[src/rtl/core/adsr_pkg.sv]
// ----------------------------------------------------------------------------
// adsr_pkg
// Shared widths, codes, control word layout and microcode for the envelope
// level block.
// ----------------------------------------------------------------------------
package adsr_pkg;

	// time and field widths
	localparam int TIME_BITS = 32;
	localparam int AT_TIME_W = 32;
	localparam int CMD_W     = 2;
	localparam int TICK_W    = 24;
	localparam int LEVEL_W   = 17;
	localparam int FRAC_W    = 16;
	localparam int CFG_W     = TICK_W;
	localparam int IDX_W     = 2;

	// divider: numerator is a tick count scaled by up to one, quotient up to one
	localparam int NUM_W     = TICK_W + FRAC_W;
	localparam int QUO_W     = LEVEL_W;
	localparam int REM_W     = TICK_W;
	localparam int DIV_STEPS = QUO_W;
	localparam int CNT_W     = $clog2(DIV_STEPS + 1);
	localparam int PROD_W    = 2 * LEVEL_W;
	localparam int DMUL_W    = TICK_W + LEVEL_W;
	localparam int CMP_W     = (TIME_BITS > TICK_W) ? TIME_BITS : TICK_W;

	localparam logic [LEVEL_W-1:0] UNITY = LEVEL_W'(1) << FRAC_W;

	// register reset values
	localparam logic [TICK_W-1:0]  ATTACK_RST  = TICK_W'(480);
	localparam logic [TICK_W-1:0]  DECAY_RST   = TICK_W'(4800);
	localparam logic [LEVEL_W-1:0] SUSTAIN_RST = LEVEL_W'(45875);
	localparam logic [TICK_W-1:0]  RELEASE_RST = TICK_W'(9600);

	typedef enum logic [CMD_W-1:0] {
		CMD_EVAL     = 2'd0,
		CMD_NOTE_ON  = 2'd1,
		CMD_NOTE_OFF = 2'd2
	} cmd_t;

	typedef enum logic [IDX_W-1:0] {
		REG_ATTACK  = 2'd0,
		REG_DECAY   = 2'd1,
		REG_SUSTAIN = 2'd2,
		REG_RELEASE = 2'd3
	} reg_idx_t;

	typedef struct packed {
		logic [TICK_W-1:0]  attack_ticks;
		logic [TICK_W-1:0]  decay_ticks;
		logic [LEVEL_W-1:0] sustain_level;
		logic [TICK_W-1:0]  release_ticks;
	} cfg_t;

	// datapath operations
	typedef enum logic [3:0] {
		OP_HOLD,
		OP_IDLE,
		OP_ELAPSED,
		OP_ATK_LOAD,
		OP_DIV_START,
		OP_DIV_STEP,
		OP_ADS_ATK,
		OP_DEC_SUB,
		OP_DEC_MUL,
		OP_ADS_DEC,
		OP_ADS_SUS,
		OP_REL_PREP,
		OP_REL_DIV,
		OP_MUL,
		OP_EMIT
	} uop_t;

	// jump conditions
	typedef enum logic [2:0] {
		C_NEXT,
		C_ALWAYS,
		C_NOT_EVAL,
		C_X_GE_A,
		C_X_GE_D,
		C_DIV_BUSY,
		C_NO_RAMP,
		C_OUT_FULL
	} cond_t;

	localparam int PC_W = 5;
	typedef logic [PC_W-1:0] pc_t;

	// jump targets
	localparam pc_t PC_IDLE    = pc_t'(0);
	localparam pc_t PC_ATK_DIV = pc_t'(4);
	localparam pc_t PC_DECAY   = pc_t'(6);
	localparam pc_t PC_DEC_DIV = pc_t'(9);
	localparam pc_t PC_SUSTAIN = pc_t'(11);
	localparam pc_t PC_RELEASE = pc_t'(12);
	localparam pc_t PC_REL_DIV = pc_t'(14);
	localparam pc_t PC_PRODUCT = pc_t'(16);
	localparam pc_t PC_WAIT    = pc_t'(17);

	typedef struct packed {
		uop_t  op;
		cond_t cond;
		pc_t   target;
	} ctrl_t;

	typedef struct packed {
		logic x_ge_a;
		logic x_ge_d;
		logic div_busy;
		logic no_ramp;
	} status_t;

	function automatic ctrl_t uw(input uop_t op, input cond_t cond, input pc_t target);
		ctrl_t w;
		w.op     = op;
		w.cond   = cond;
		w.target = target;
		return w;
	endfunction

	// control store
	function automatic ctrl_t ucode(input pc_t pc);
		ctrl_t w;
		case (pc)
			5'd0:    w = uw(OP_IDLE,      C_NOT_EVAL, PC_IDLE);
			5'd1:    w = uw(OP_ELAPSED,   C_NEXT,     PC_IDLE);
			5'd2:    w = uw(OP_ATK_LOAD,  C_X_GE_A,   PC_DECAY);
			5'd3:    w = uw(OP_DIV_START, C_NEXT,     PC_IDLE);
			5'd4:    w = uw(OP_DIV_STEP,  C_DIV_BUSY, PC_ATK_DIV);
			5'd5:    w = uw(OP_ADS_ATK,   C_ALWAYS,   PC_RELEASE);
			5'd6:    w = uw(OP_DEC_SUB,   C_NEXT,     PC_IDLE);
			5'd7:    w = uw(OP_DEC_MUL,   C_X_GE_D,   PC_SUSTAIN);
			5'd8:    w = uw(OP_DIV_START, C_NEXT,     PC_IDLE);
			5'd9:    w = uw(OP_DIV_STEP,  C_DIV_BUSY, PC_DEC_DIV);
			5'd10:   w = uw(OP_ADS_DEC,   C_ALWAYS,   PC_RELEASE);
			5'd11:   w = uw(OP_ADS_SUS,   C_NEXT,     PC_IDLE);
			5'd12:   w = uw(OP_REL_PREP,  C_NO_RAMP,  PC_PRODUCT);
			5'd13:   w = uw(OP_DIV_START, C_NEXT,     PC_IDLE);
			5'd14:   w = uw(OP_DIV_STEP,  C_DIV_BUSY, PC_REL_DIV);
			5'd15:   w = uw(OP_REL_DIV,   C_NEXT,     PC_IDLE);
			5'd16:   w = uw(OP_MUL,       C_NEXT,     PC_IDLE);
			5'd17:   w = uw(OP_HOLD,      C_OUT_FULL, PC_WAIT);
			5'd18:   w = uw(OP_EMIT,      C_ALWAYS,   PC_IDLE);
			default: w = uw(OP_HOLD,      C_ALWAYS,   PC_IDLE);
		endcase
		return w;
	endfunction

endpackage

[src/rtl/core/adsr_datapath.sv]
// ----------------------------------------------------------------------------
// adsr_datapath
// Note time store, elapsed time, shared restoring divider, decay multiplier
// and final gain product, all driven by the sequencer's control word.
// ----------------------------------------------------------------------------
module adsr_datapath
	import adsr_pkg::*;
(
	input  logic                 clk,
	input  logic                 arst_n,
	input  ctrl_t                ctrl,
	input  logic                 accept,
	input  logic [CMD_W-1:0]     command,
	input  logic [AT_TIME_W-1:0] at_time,
	input  cfg_t                 cfg,
	output status_t              status,
	output logic [LEVEL_W-1:0]   gain
);

	logic [TIME_BITS-1:0] on_tick_q;
	logic [TIME_BITS-1:0] off_tick_q;
	logic [TIME_BITS-1:0] t_q;
	logic [TIME_BITS-1:0] x_q;
	logic [NUM_W-1:0]     num_q;
	logic [TICK_W-1:0]    den_q;
	logic [REM_W-1:0]     rem_q;
	logic [QUO_W-1:0]     quo_q;
	logic [CNT_W-1:0]     cnt_q;
	logic [LEVEL_W-1:0]   ads_q;
	logic [LEVEL_W-1:0]   rel_q;
	logic [PROD_W-1:0]    prod_q;

	logic [TIME_BITS-1:0] t_in;
	logic [TIME_BITS-1:0] elapsed;
	logic [TIME_BITS-1:0] rel_diff;
	logic [LEVEL_W-1:0]   sus_sat;
	logic [LEVEL_W-1:0]   rel_flat;
	logic                 ramp;
	logic [DMUL_W-1:0]    dec_prod;
	logic [REM_W:0]       trial;
	logic [REM_W:0]       trial_sub;
	logic                 trial_ge;
	logic [PROD_W-FRAC_W-1:0] prod_hi;

	assign t_in     = TIME_BITS'(at_time);
	assign sus_sat  = (cfg.sustain_level > UNITY) ? UNITY : cfg.sustain_level;
	assign elapsed  = (t_q < on_tick_q) ? '0 : t_q - on_tick_q;
	assign rel_diff = t_q - off_tick_q;

	// release ramp only after a later note-off and within the release time
	assign ramp = (on_tick_q < off_tick_q) && (t_q >= off_tick_q)
		&& (CMP_W'(rel_diff) < CMP_W'(cfg.release_ticks));
	// held note, or still before a later note-off; equal times give zero
	assign rel_flat = ((on_tick_q > off_tick_q)
		|| ((on_tick_q < off_tick_q) && (t_q < off_tick_q))) ? UNITY : '0;

	assign dec_prod = DMUL_W'(TICK_W'(x_q)) * DMUL_W'(UNITY - sus_sat);

	// one restoring step per cycle
	assign trial     = {rem_q, quo_q[QUO_W-1]};
	assign trial_ge  = trial >= {1'b0, den_q};
	assign trial_sub = trial - {1'b0, den_q};

	assign status.x_ge_a   = CMP_W'(x_q) >= CMP_W'(cfg.attack_ticks);
	assign status.x_ge_d   = CMP_W'(x_q) >= CMP_W'(cfg.decay_ticks);
	assign status.div_busy = cnt_q != CNT_W'(1);
	assign status.no_ramp  = !ramp;

	assign prod_hi = prod_q[PROD_W-1:FRAC_W];
	assign gain    = (prod_hi > (PROD_W-FRAC_W)'(UNITY)) ? UNITY : LEVEL_W'(prod_hi);

	// note times and divider count
	always_ff @(posedge clk or negedge arst_n) begin
		if (!arst_n) begin
			on_tick_q  <= '0;
			off_tick_q <= '0;
			cnt_q      <= '0;
		end else begin
			if (ctrl.op == OP_IDLE && accept) begin
				case (command)
					CMD_NOTE_ON:  on_tick_q  <= t_in;
					CMD_NOTE_OFF: off_tick_q <= t_in;
					default:      ;
				endcase
			end
			if (ctrl.op == OP_DIV_START) begin
				cnt_q <= CNT_W'(DIV_STEPS);
			end else if (ctrl.op == OP_DIV_STEP) begin
				cnt_q <= cnt_q - CNT_W'(1);
			end
		end
	end

	// working registers
	always_ff @(posedge clk) begin
		case (ctrl.op)
			OP_IDLE: begin
				if (accept) begin
					t_q <= t_in;
				end
			end
			OP_ELAPSED: x_q <= elapsed;
			OP_ATK_LOAD: begin
				num_q <= NUM_W'({x_q, FRAC_W'(0)});
				den_q <= cfg.attack_ticks;
			end
			OP_DIV_START: begin
				rem_q <= REM_W'(num_q >> QUO_W);
				quo_q <= num_q[QUO_W-1:0];
			end
			OP_DIV_STEP: begin
				rem_q <= trial_ge ? trial_sub[REM_W-1:0] : trial[REM_W-1:0];
				quo_q <= {quo_q[QUO_W-2:0], trial_ge};
			end
			OP_ADS_ATK: ads_q <= quo_q;
			OP_DEC_SUB: x_q <= x_q - TIME_BITS'(cfg.attack_ticks);
			OP_DEC_MUL: begin
				num_q <= NUM_W'(dec_prod);
				den_q <= cfg.decay_ticks;
			end
			OP_ADS_DEC: ads_q <= UNITY - quo_q;
			OP_ADS_SUS: ads_q <= sus_sat;
			OP_REL_PREP: begin
				rel_q <= rel_flat;
				num_q <= NUM_W'({rel_diff, FRAC_W'(0)});
				den_q <= cfg.release_ticks;
			end
			OP_REL_DIV: rel_q <= UNITY - quo_q;
			OP_MUL: prod_q <= PROD_W'(ads_q) * PROD_W'(rel_q);
			default: ;
		endcase
	end

endmodule

[src/rtl/core/adsr_envelope_level.sv]
// ----------------------------------------------------------------------------
// adsr_envelope_level
// ADSR envelope gain in unsigned Q1.16: records note-on and note-off times
// and evaluates the attack/decay/sustain shape times the release shape.
// ----------------------------------------------------------------------------
//
//  channel   direction  handshake                    payload
//  item      in         item_valid / item_ready      command, at_time
//  result    out        result_valid / result_ready  gain
//  config    in         cfg_write (no wait)          cfg_index, cfg_data
//
//  a note-on or note-off beat is taken on the idle step and stays there; an evaluate
//  beat runs through the serial divider (17 steps per division, up to two per beat)
//  reset clears the note times to zero and loads the register defaults
//  item_ready is high only on the sequencer's idle step; a held result stalls
//  the sequencer on its wait step until the output register is free
//
module adsr_envelope_level
	import adsr_pkg::*;
(
	input  logic                 clk,
	input  logic                 arst_n,
	input  logic                 item_valid,
	output logic                 item_ready,
	input  logic [CMD_W-1:0]     command,
	input  logic [AT_TIME_W-1:0] at_time,
	output logic                 result_valid,
	input  logic                 result_ready,
	output logic [LEVEL_W-1:0]   gain,
	input  logic                 cfg_write,
	input  logic [IDX_W-1:0]     cfg_index,
	input  logic [CFG_W-1:0]     cfg_data
);

	// sequencer state
	pc_t     pc_q;
	pc_t     pc_next;
	ctrl_t   ctrl;
	logic    take_jump;
	logic    accept;
	status_t status;

	// configuration registers
	cfg_t cfg_q;

	// output register
	logic               result_valid_q;
	logic [LEVEL_W-1:0] gain_q;
	logic [LEVEL_W-1:0] dp_gain;
	logic               out_full;

	// control word for the current step
	assign ctrl     = ucode(pc_q);
	assign accept   = item_valid && item_ready;
	assign out_full = result_valid_q && !result_ready;

	// next step: conditional jump or fall through
	always_comb begin
		case (ctrl.cond)
			C_NEXT:     take_jump = 1'b0;
			C_ALWAYS:   take_jump = 1'b1;
			C_NOT_EVAL: take_jump = !(accept && command == CMD_EVAL);
			C_X_GE_A:   take_jump = status.x_ge_a;
			C_X_GE_D:   take_jump = status.x_ge_d;
			C_DIV_BUSY: take_jump = status.div_busy;
			C_NO_RAMP:  take_jump = status.no_ramp;
			C_OUT_FULL: take_jump = out_full;
			default:    take_jump = 1'b1;
		endcase
		pc_next = take_jump ? ctrl.target : pc_q + pc_t'(1);
	end

	// handshake outputs
	always_comb begin
		item_ready   = ctrl.op == OP_IDLE;
		result_valid = result_valid_q;
		gain         = gain_q;
	end

	always_ff @(posedge clk or negedge arst_n) begin
		if (!arst_n) begin
			pc_q <= PC_IDLE;
		end else begin
			pc_q <= pc_next;
		end
	end

	// register writes, unknown index leaves everything alone
	always_ff @(posedge clk or negedge arst_n) begin
		if (!arst_n) begin
			cfg_q.attack_ticks  <= ATTACK_RST;
			cfg_q.decay_ticks   <= DECAY_RST;
			cfg_q.sustain_level <= SUSTAIN_RST;
			cfg_q.release_ticks <= RELEASE_RST;
		end else if (cfg_write) begin
			case (cfg_index)
				REG_ATTACK:  cfg_q.attack_ticks  <= cfg_data[TICK_W-1:0];
				REG_DECAY:   cfg_q.decay_ticks   <= cfg_data[TICK_W-1:0];
				REG_SUSTAIN: cfg_q.sustain_level <= cfg_data[LEVEL_W-1:0];
				REG_RELEASE: cfg_q.release_ticks <= cfg_data[TICK_W-1:0];
				default:     ;
			endcase
		end
	end

	// result beat holds until taken; the emit step only runs when it is free
	always_ff @(posedge clk or negedge arst_n) begin
		if (!arst_n) begin
			result_valid_q <= 1'b0;
		end else if (ctrl.op == OP_EMIT) begin
			result_valid_q <= 1'b1;
		end else if (result_ready) begin
			result_valid_q <= 1'b0;
		end
	end

	always_ff @(posedge clk) begin
		if (ctrl.op == OP_EMIT) begin
			gain_q <= dp_gain;
		end
	end

	adsr_datapath u_datapath (
		.clk     (clk),
		.arst_n  (arst_n),
		.ctrl    (ctrl),
		.accept  (accept),
		.command (command),
		.at_time (at_time),
		.cfg     (cfg_q),
		.status  (status),
		.gain    (dp_gain)
	);

`ifndef SYNTHESIS
	// never overwrite a beat that is still waiting
	assert property (@(posedge clk) disable iff (!arst_n)
		(ctrl.op == OP_EMIT) |-> !result_valid_q)
		else $error("emit step with output register still full");

	// gain stays within zero to one
	assert property (@(posedge clk) disable iff (!arst_n)
		result_valid |-> (gain <= UNITY))
		else $error("gain above full scale");

	// a note event leaves the sequencer on its idle step
	assert property (@(posedge clk) disable iff (!arst_n)
		(accept && command != CMD_EVAL) |=> item_ready)
		else $error("sequencer left idle on a note event");
`endif

endmodule

[config.mk]
export PLATFORM = sky130hd
export DESIGN_NAME = adsr_envelope_level
export DESIGN_NICKNAME = d
export VERILOG_FILES = /design/src/rtl/core/adsr_pkg.sv /design/src/rtl/core/adsr_datapath.sv /design/src/rtl/core/adsr_envelope_level.sv
export SDC_FILE = /design/constraint.sdc
export NUM_CORES = 2
export LEC_CHECK = 0
export BUFFER_PORTS_ARGS = -buffer_cell sky130_fd_sc_hd__buf_2
export CAP_MARGIN = 10
export CORE_MARGIN = 2
export CORE_UTILIZATION = 66
export CTS_CLUSTER_DIAMETER = 60
export DETAILED_ROUTE_END_ITERATION = 12
export PLACE_DENSITY = 0.83
export SYNTH_ARGS = -nofsm -noshare
export SYNTH_HDL_FRONTEND = slang
export SYNTH_HIERARCHICAL = 1
export SYNTH_SLANG_ARGS = --single-unit
[constraint.sdc]
create_clock -name clk -period 9.8 [get_ports clk]
set_input_delay 0.98 -clock clk [delete_from_list [all_inputs] [get_ports clk]]
set_output_delay 0.98 -clock clk [all_outputs]
set_load 0.01 [all_outputs]
# After elaboration in Yosys (flattened, before gate mapping)
# Memory sizes are Yosys's and may differ from the RTL's.
# Cells that the tools add are included.
[word_totals]
inputBits = 65
mem_bits_ro = 384
output_inout_bits = 19
wordCells = 112
mem_count = 1
regBits = 418
[classes]
order_cmp = 11
addsub = 8
eq_ne = 27
n_mul = 2
n_reduce_logical = 27
muxes = 17
[memory_table]
columns = ["memory", "words", "word_bits", "rd", "rd_clocked_by_memory_dff", "write_ports", "line", "text"]
rows = [
  ["(no name shown)", 32, 12, 1, 0, 0, "adsr_pkg.sv:125", "case (pc)"],
]
[op_table]
columns = ["cell", "n"]
rows = [
  ["$pmux W40 S3", 1],
  ["$lt A32 B32 Y1", 3],
  ["$pmux W24 S3", 1],
  ["$pmux W17 S2", 2],
  ["$ge A32 B24 Y1", 2],
  ["$pmux W32 S2", 1],
  ["$sub A32 B32 Y32", 2],
  ["$pmux W17 S3", 1],
  ["$pmux W24 S2", 1],
  ["$mul A24 B41 Y40", 1],
  ["$mul A17 B17 Y34", 1],
  ["$mux W17", 2],
  ["$ge A32 B32 Y1", 1],
  ["$gt A32 B32 Y1", 1],
  ["$lt A32 B24 Y1", 1],
  ["$mux W32", 1],
  ["$sub A32 B24 Y32", 1],
  ["$eq A4 B4 Y1 const B", 7],
  ["$ge A25 B24 Y1", 1],
  ["$mux W24", 1],
  ["$sub A24 B24 Y24", 1],
  ["$gt A18 B17 Y1 const B", 1],
  ["$sub A17 B17 Y18 const A", 1],
  ["$gt A17 B17 Y1 const B", 1],
  ["23 further kinds", 56],
]

# Logic depth before layout (Yosys ltp)
# An unclocked memory read counts as a cell.
[logic_depth]
depth_word = 7
mapped_depth = 35
depth_no_buf = 33

# Hierarchy
# Netlist, hierarchy kept.
[modules_own_cells]
columns = ["module", "seq_area_each_um2", "cells_per_inst", "instances", "area_per_inst_um2"]
rows = [
  ["adsr_datapath", 8363.0, 4629, 1, 42410.7],
  ["adsr_envelope_level", 2914.0, 310, 1, 4684.5],
]

# Least setup slack after synthesis
# OpenSTA, ideal clock, no wires.
[synth_path]
path_kind = "flip-flop to flip-flop"
startpoint = "register cfg_q[26] (netlist name)"
endpoint = "register u_datapath.num_q[34], data pin"
arrival_ps = 7882
slack_ps = 1651
required_ps = 9533
period_less_slack_ps = 8149
n_path_buf = 3
path_stages_with_launch = 31
setup_time_ps = 267
cell_sequence = "dfrtp_1 or3_1 clkbuf_1 nor3_1 nand2_1 nor2_1 a21oi_1 clkbuf_1 o21a_1 o21ai_1 clkbuf_1 nand2_1 fa_1 inv_1 fa_1 inv_1 fa_1 fa_1 inv_1 fa_1 fa_1 ha_1 and4_1 a21o_1 a211oi_1 a211oi_1 a21boi_0 nor2_1 or3_1 xnor2_1 o21ai_0"
[synth_via]
elab_chain_cells = 5
[synth_lines]
columns = ["item", "line", "text"]
rows = [
  ["start, declared", "adsr_envelope_level.sv:44", "cfg_t cfg_q;"],
  ["$gt A17 B17 Y1", "adsr_datapath.sv:46", "assign sus_sat = (cfg.sustain_level > UNITY) ? UNITY : cfg.sustain_level;"],
  ["$mux W17 (*)", "adsr_datapath.sv:46", ""],
  ["$sub A17 B17 Y18 (*)", "adsr_datapath.sv:57", "assign dec_prod = DMUL_W'(TICK_W'(x_q)) * DMUL_W'(UNITY - sus_sat);"],
  ["$mul A24 B41 Y40 (*)", "adsr_datapath.sv:57", ""],
  ["$pmux W40 S3 (*)", "adsr_datapath.sv:96", "case (ctrl.op)"],
  ["end signal, assigned", "adsr_datapath.sv:104", "num_q <= NUM_W'({x_q, FRAC_W'(0)});"],
  ["end signal, assigned", "adsr_datapath.sv:118", "num_q <= NUM_W'(dec_prod);"],
  ["end signal, assigned", "adsr_datapath.sv:125", "num_q <= NUM_W'({rel_diff, FRAC_W'(0)});"],
  ["end, declared", "adsr_datapath.sv:24", "logic [NUM_W-1:0] num_q;"],
]
# Every way passes the cells marked *; elsewhere a longest branch is shown, timed or not.
# A chain may end at the register's enable or synchronous reset.

# Final worst setup path
# Ends and elaborated chain as after synthesis.

==> results.md <==
* Status: complete, no violations
* Post-DP HPWL at 90.5 mm
* Setup crit start kind: flip-flop
* Initial Utilization at 0.669
* Die Ht at 271 um
* H-tree depth at 2
* CP Max Fanout at 13
* Nets at 6,029
* Crit end category: flip-flop
* Reg2Reg Setup Slack at 810 ps
* Final wirelength at 119 mm
* Pre-Repair DR Iteration Count at 8
* Ys Warns at 6
* Crit-path max cell delay at 660 ps
* Die area at 73,500 um^2
* Post-cts repair resize count at 0
* RSZ-0062 raised after global routing: false
* Area growth, synth to finish at 6.22%
* Register Area at 11,300 um^2
* Clock Root Buffer: clkbuf_16
* PortBufs at 83
* Post-DR wirelength/cell at 20.1 um
* Die width at 271 um
* DRT iter0 DRCs at 3,374
* CP endpoint: u_datapath/num_q[34]
* Hold WS at 495 ps
* Pins Over Slew Limit at 0
* Fin. Hold Viols at 0
* Initial antenna violation count at 7
* WS Path Type: flip-flop to flip-flop
* WP data arrival at 9310 ps
* Vias at 36,000
* Global-route wire length before repair at 195 mm
* Row cnt at 97
* Synthesized area per cell at 9.54 um^2
* Layout cell share with drive strength beyond 1 at 0.0901
* Max clock buf depth at 3
* Max frequency at 111 MHz
* Worst hold path type: input pin to async pin
* Clock latency on the worst-skew pair at 600 ps
* Routability cong. at 0.994
* R2R cell count at 31
* Slew Limit Headroom at 0.180
* Clk sinks at 402
* Overflow after GRT at 0
* Final worst-path cycle share at 0.918
* DRC errors left at 0
* Largest net degree at the start of global routing at 99
* Top cell by count, worst path: fa_1
* Clock skew at 49.7 ps
* Vias in the first global route at 37,800
* Final setup vio count at 0
* RR Endpoint: u_datapath/num_q[34]
* Via density at 6.06
* Fillers at 5,097
* Multi-input gate area at 31,900 um^2
* Cts bufs inserted at 42
* Clock-pin slew on the worst setup and hold paths at 60 ps
* CTS tree: built
* Worst reg2reg startpoint: cfg_q[26]
* Core Area at 70,400 um^2
* Routed Antenna Nets at 0
* Final min period at 8990 ps
* Pin slew with the least headroom to its limit at 1230 ps
* Cts hold-fix bufs at 0
* I/O pin total at 84
* Worst Setup SP: cfg_q[26]
* Worst Path Required at 10,110 ps
* Setup TNS at 0 ps
* Synth Instances at 4,938
* Crit-path slowest cell: o21ai_2
* Max-Cap Viols at 0
* Mapped Area at 47,100 um^2
* Total Routing Usage GR at 0.333
* # Post-CTS Setup Buffers at 0
routing by layer:
| metal | track usage | vias to the layer above | wire length (um) |
|---|---|---|---|
| met2 | 0.560 | 1581 | 57500 |
| met5 | 0 | - | 27 |
| li1 | - | 16100 | - |
| met3 | 0.0495 | 417 | 9310 |
| met1 | 0.417 | 17900 | 45500 |
| met4 | 0.181 | 4 | 7080 |
flip-flops by register name, summed over array words and instances, names as in the netlist, 18 cells and up:
| signal | cells |
|---|---|
| cfg_q | 89 |
| u_datapath/num_q | 40 |
| u_datapath/off_tick_q | 32 |
| u_datapath/on_tick_q | 32 |
| u_datapath/t_q | 32 |
| u_datapath/x_q | 32 |
| u_datapath/den_q | 24 |
| u_datapath/rem_q | 24 |
| u_datapath/prod_q | 18 |
how the worst min path moves through the flow:
stage                                    startpoint  slack, ps                        end
after floorplan                 u_datapath/cnt_q[4]        470        u_datapath/cnt_q[4]
after global placement                    cfg_q[60]        490                  cfg_q[60]
after detailed placement   u_datapath/off_tick_q[5]        490   u_datapath/off_tick_q[5]
after CTS                  u_datapath/off_tick_q[5]        510   u_datapath/off_tick_q[5]
after global routing      u_datapath/off_tick_q[22]        520  u_datapath/off_tick_q[22]
final                                        arst_n        490  u_datapath/off_tick_q[26]
worst max-delay path: cells and delay by family, from the launching register on:
kind	cells	cell delay (ps)
AO/OA/AOI/OAI	8	2330
XOR/XNOR	1	130
adder cells (fa/ha/maj)	7	3420
buffers and inverters	7	660
flip-flops	1	430
AND/OR/NAND/NOR	8	1750
final cells by class:
type | instances | area share
diodes | 7 | 0.000350
clock buffers | 56 | 0.0241
clock inverters | 21 | 0.00458
inverters | 875 | 0.0657
multi-input cells | 3483 | 0.638
flip-flops and latches | 402 | 0.225
well taps | 940 | 0.0235
repair buffers | 148 | 0.0182
placed cells by master (no fill, tap or decap), types with 23 or more instances in the layout:
cell type and n:
o21ai_0 152, nand2_1 676, nand3_1 48, o22ai_1 30
and2_1 220, clkbuf_16 45, inv_1 874, a22oi_1 28
xor2_1 77, nor3_1 41, xnor2_1 101, edfxtp_1 238
a21o_1 99, mux2_2 160, fa_1 578, dfrtp_1 143
conb_1 23, a21oi_1 156, nand2b_1 42, nor2_1 162
nand4_1 25, o21a_1 30, nor2b_1 35, buf_4 65
o221ai_1 24, and3_1 26, ha_1 434, buf_2 82
per-stage QoR:
step                worst slack, ps  instances  instance area, um^2   util
floorplan                      1650       4959                47200      -
global placement               1110       5848                48600  0.690
detailed placement              918       5848                48600  0.690
CTS                             916       5925                50000  0.710
global route                    236       5930                50000  0.711
finish                          807       5932                50000  0.711
Power is left out: the tool's default activity adds up to more than one toggle a clock period on the data nets, which glitch-free logic cannot reach.
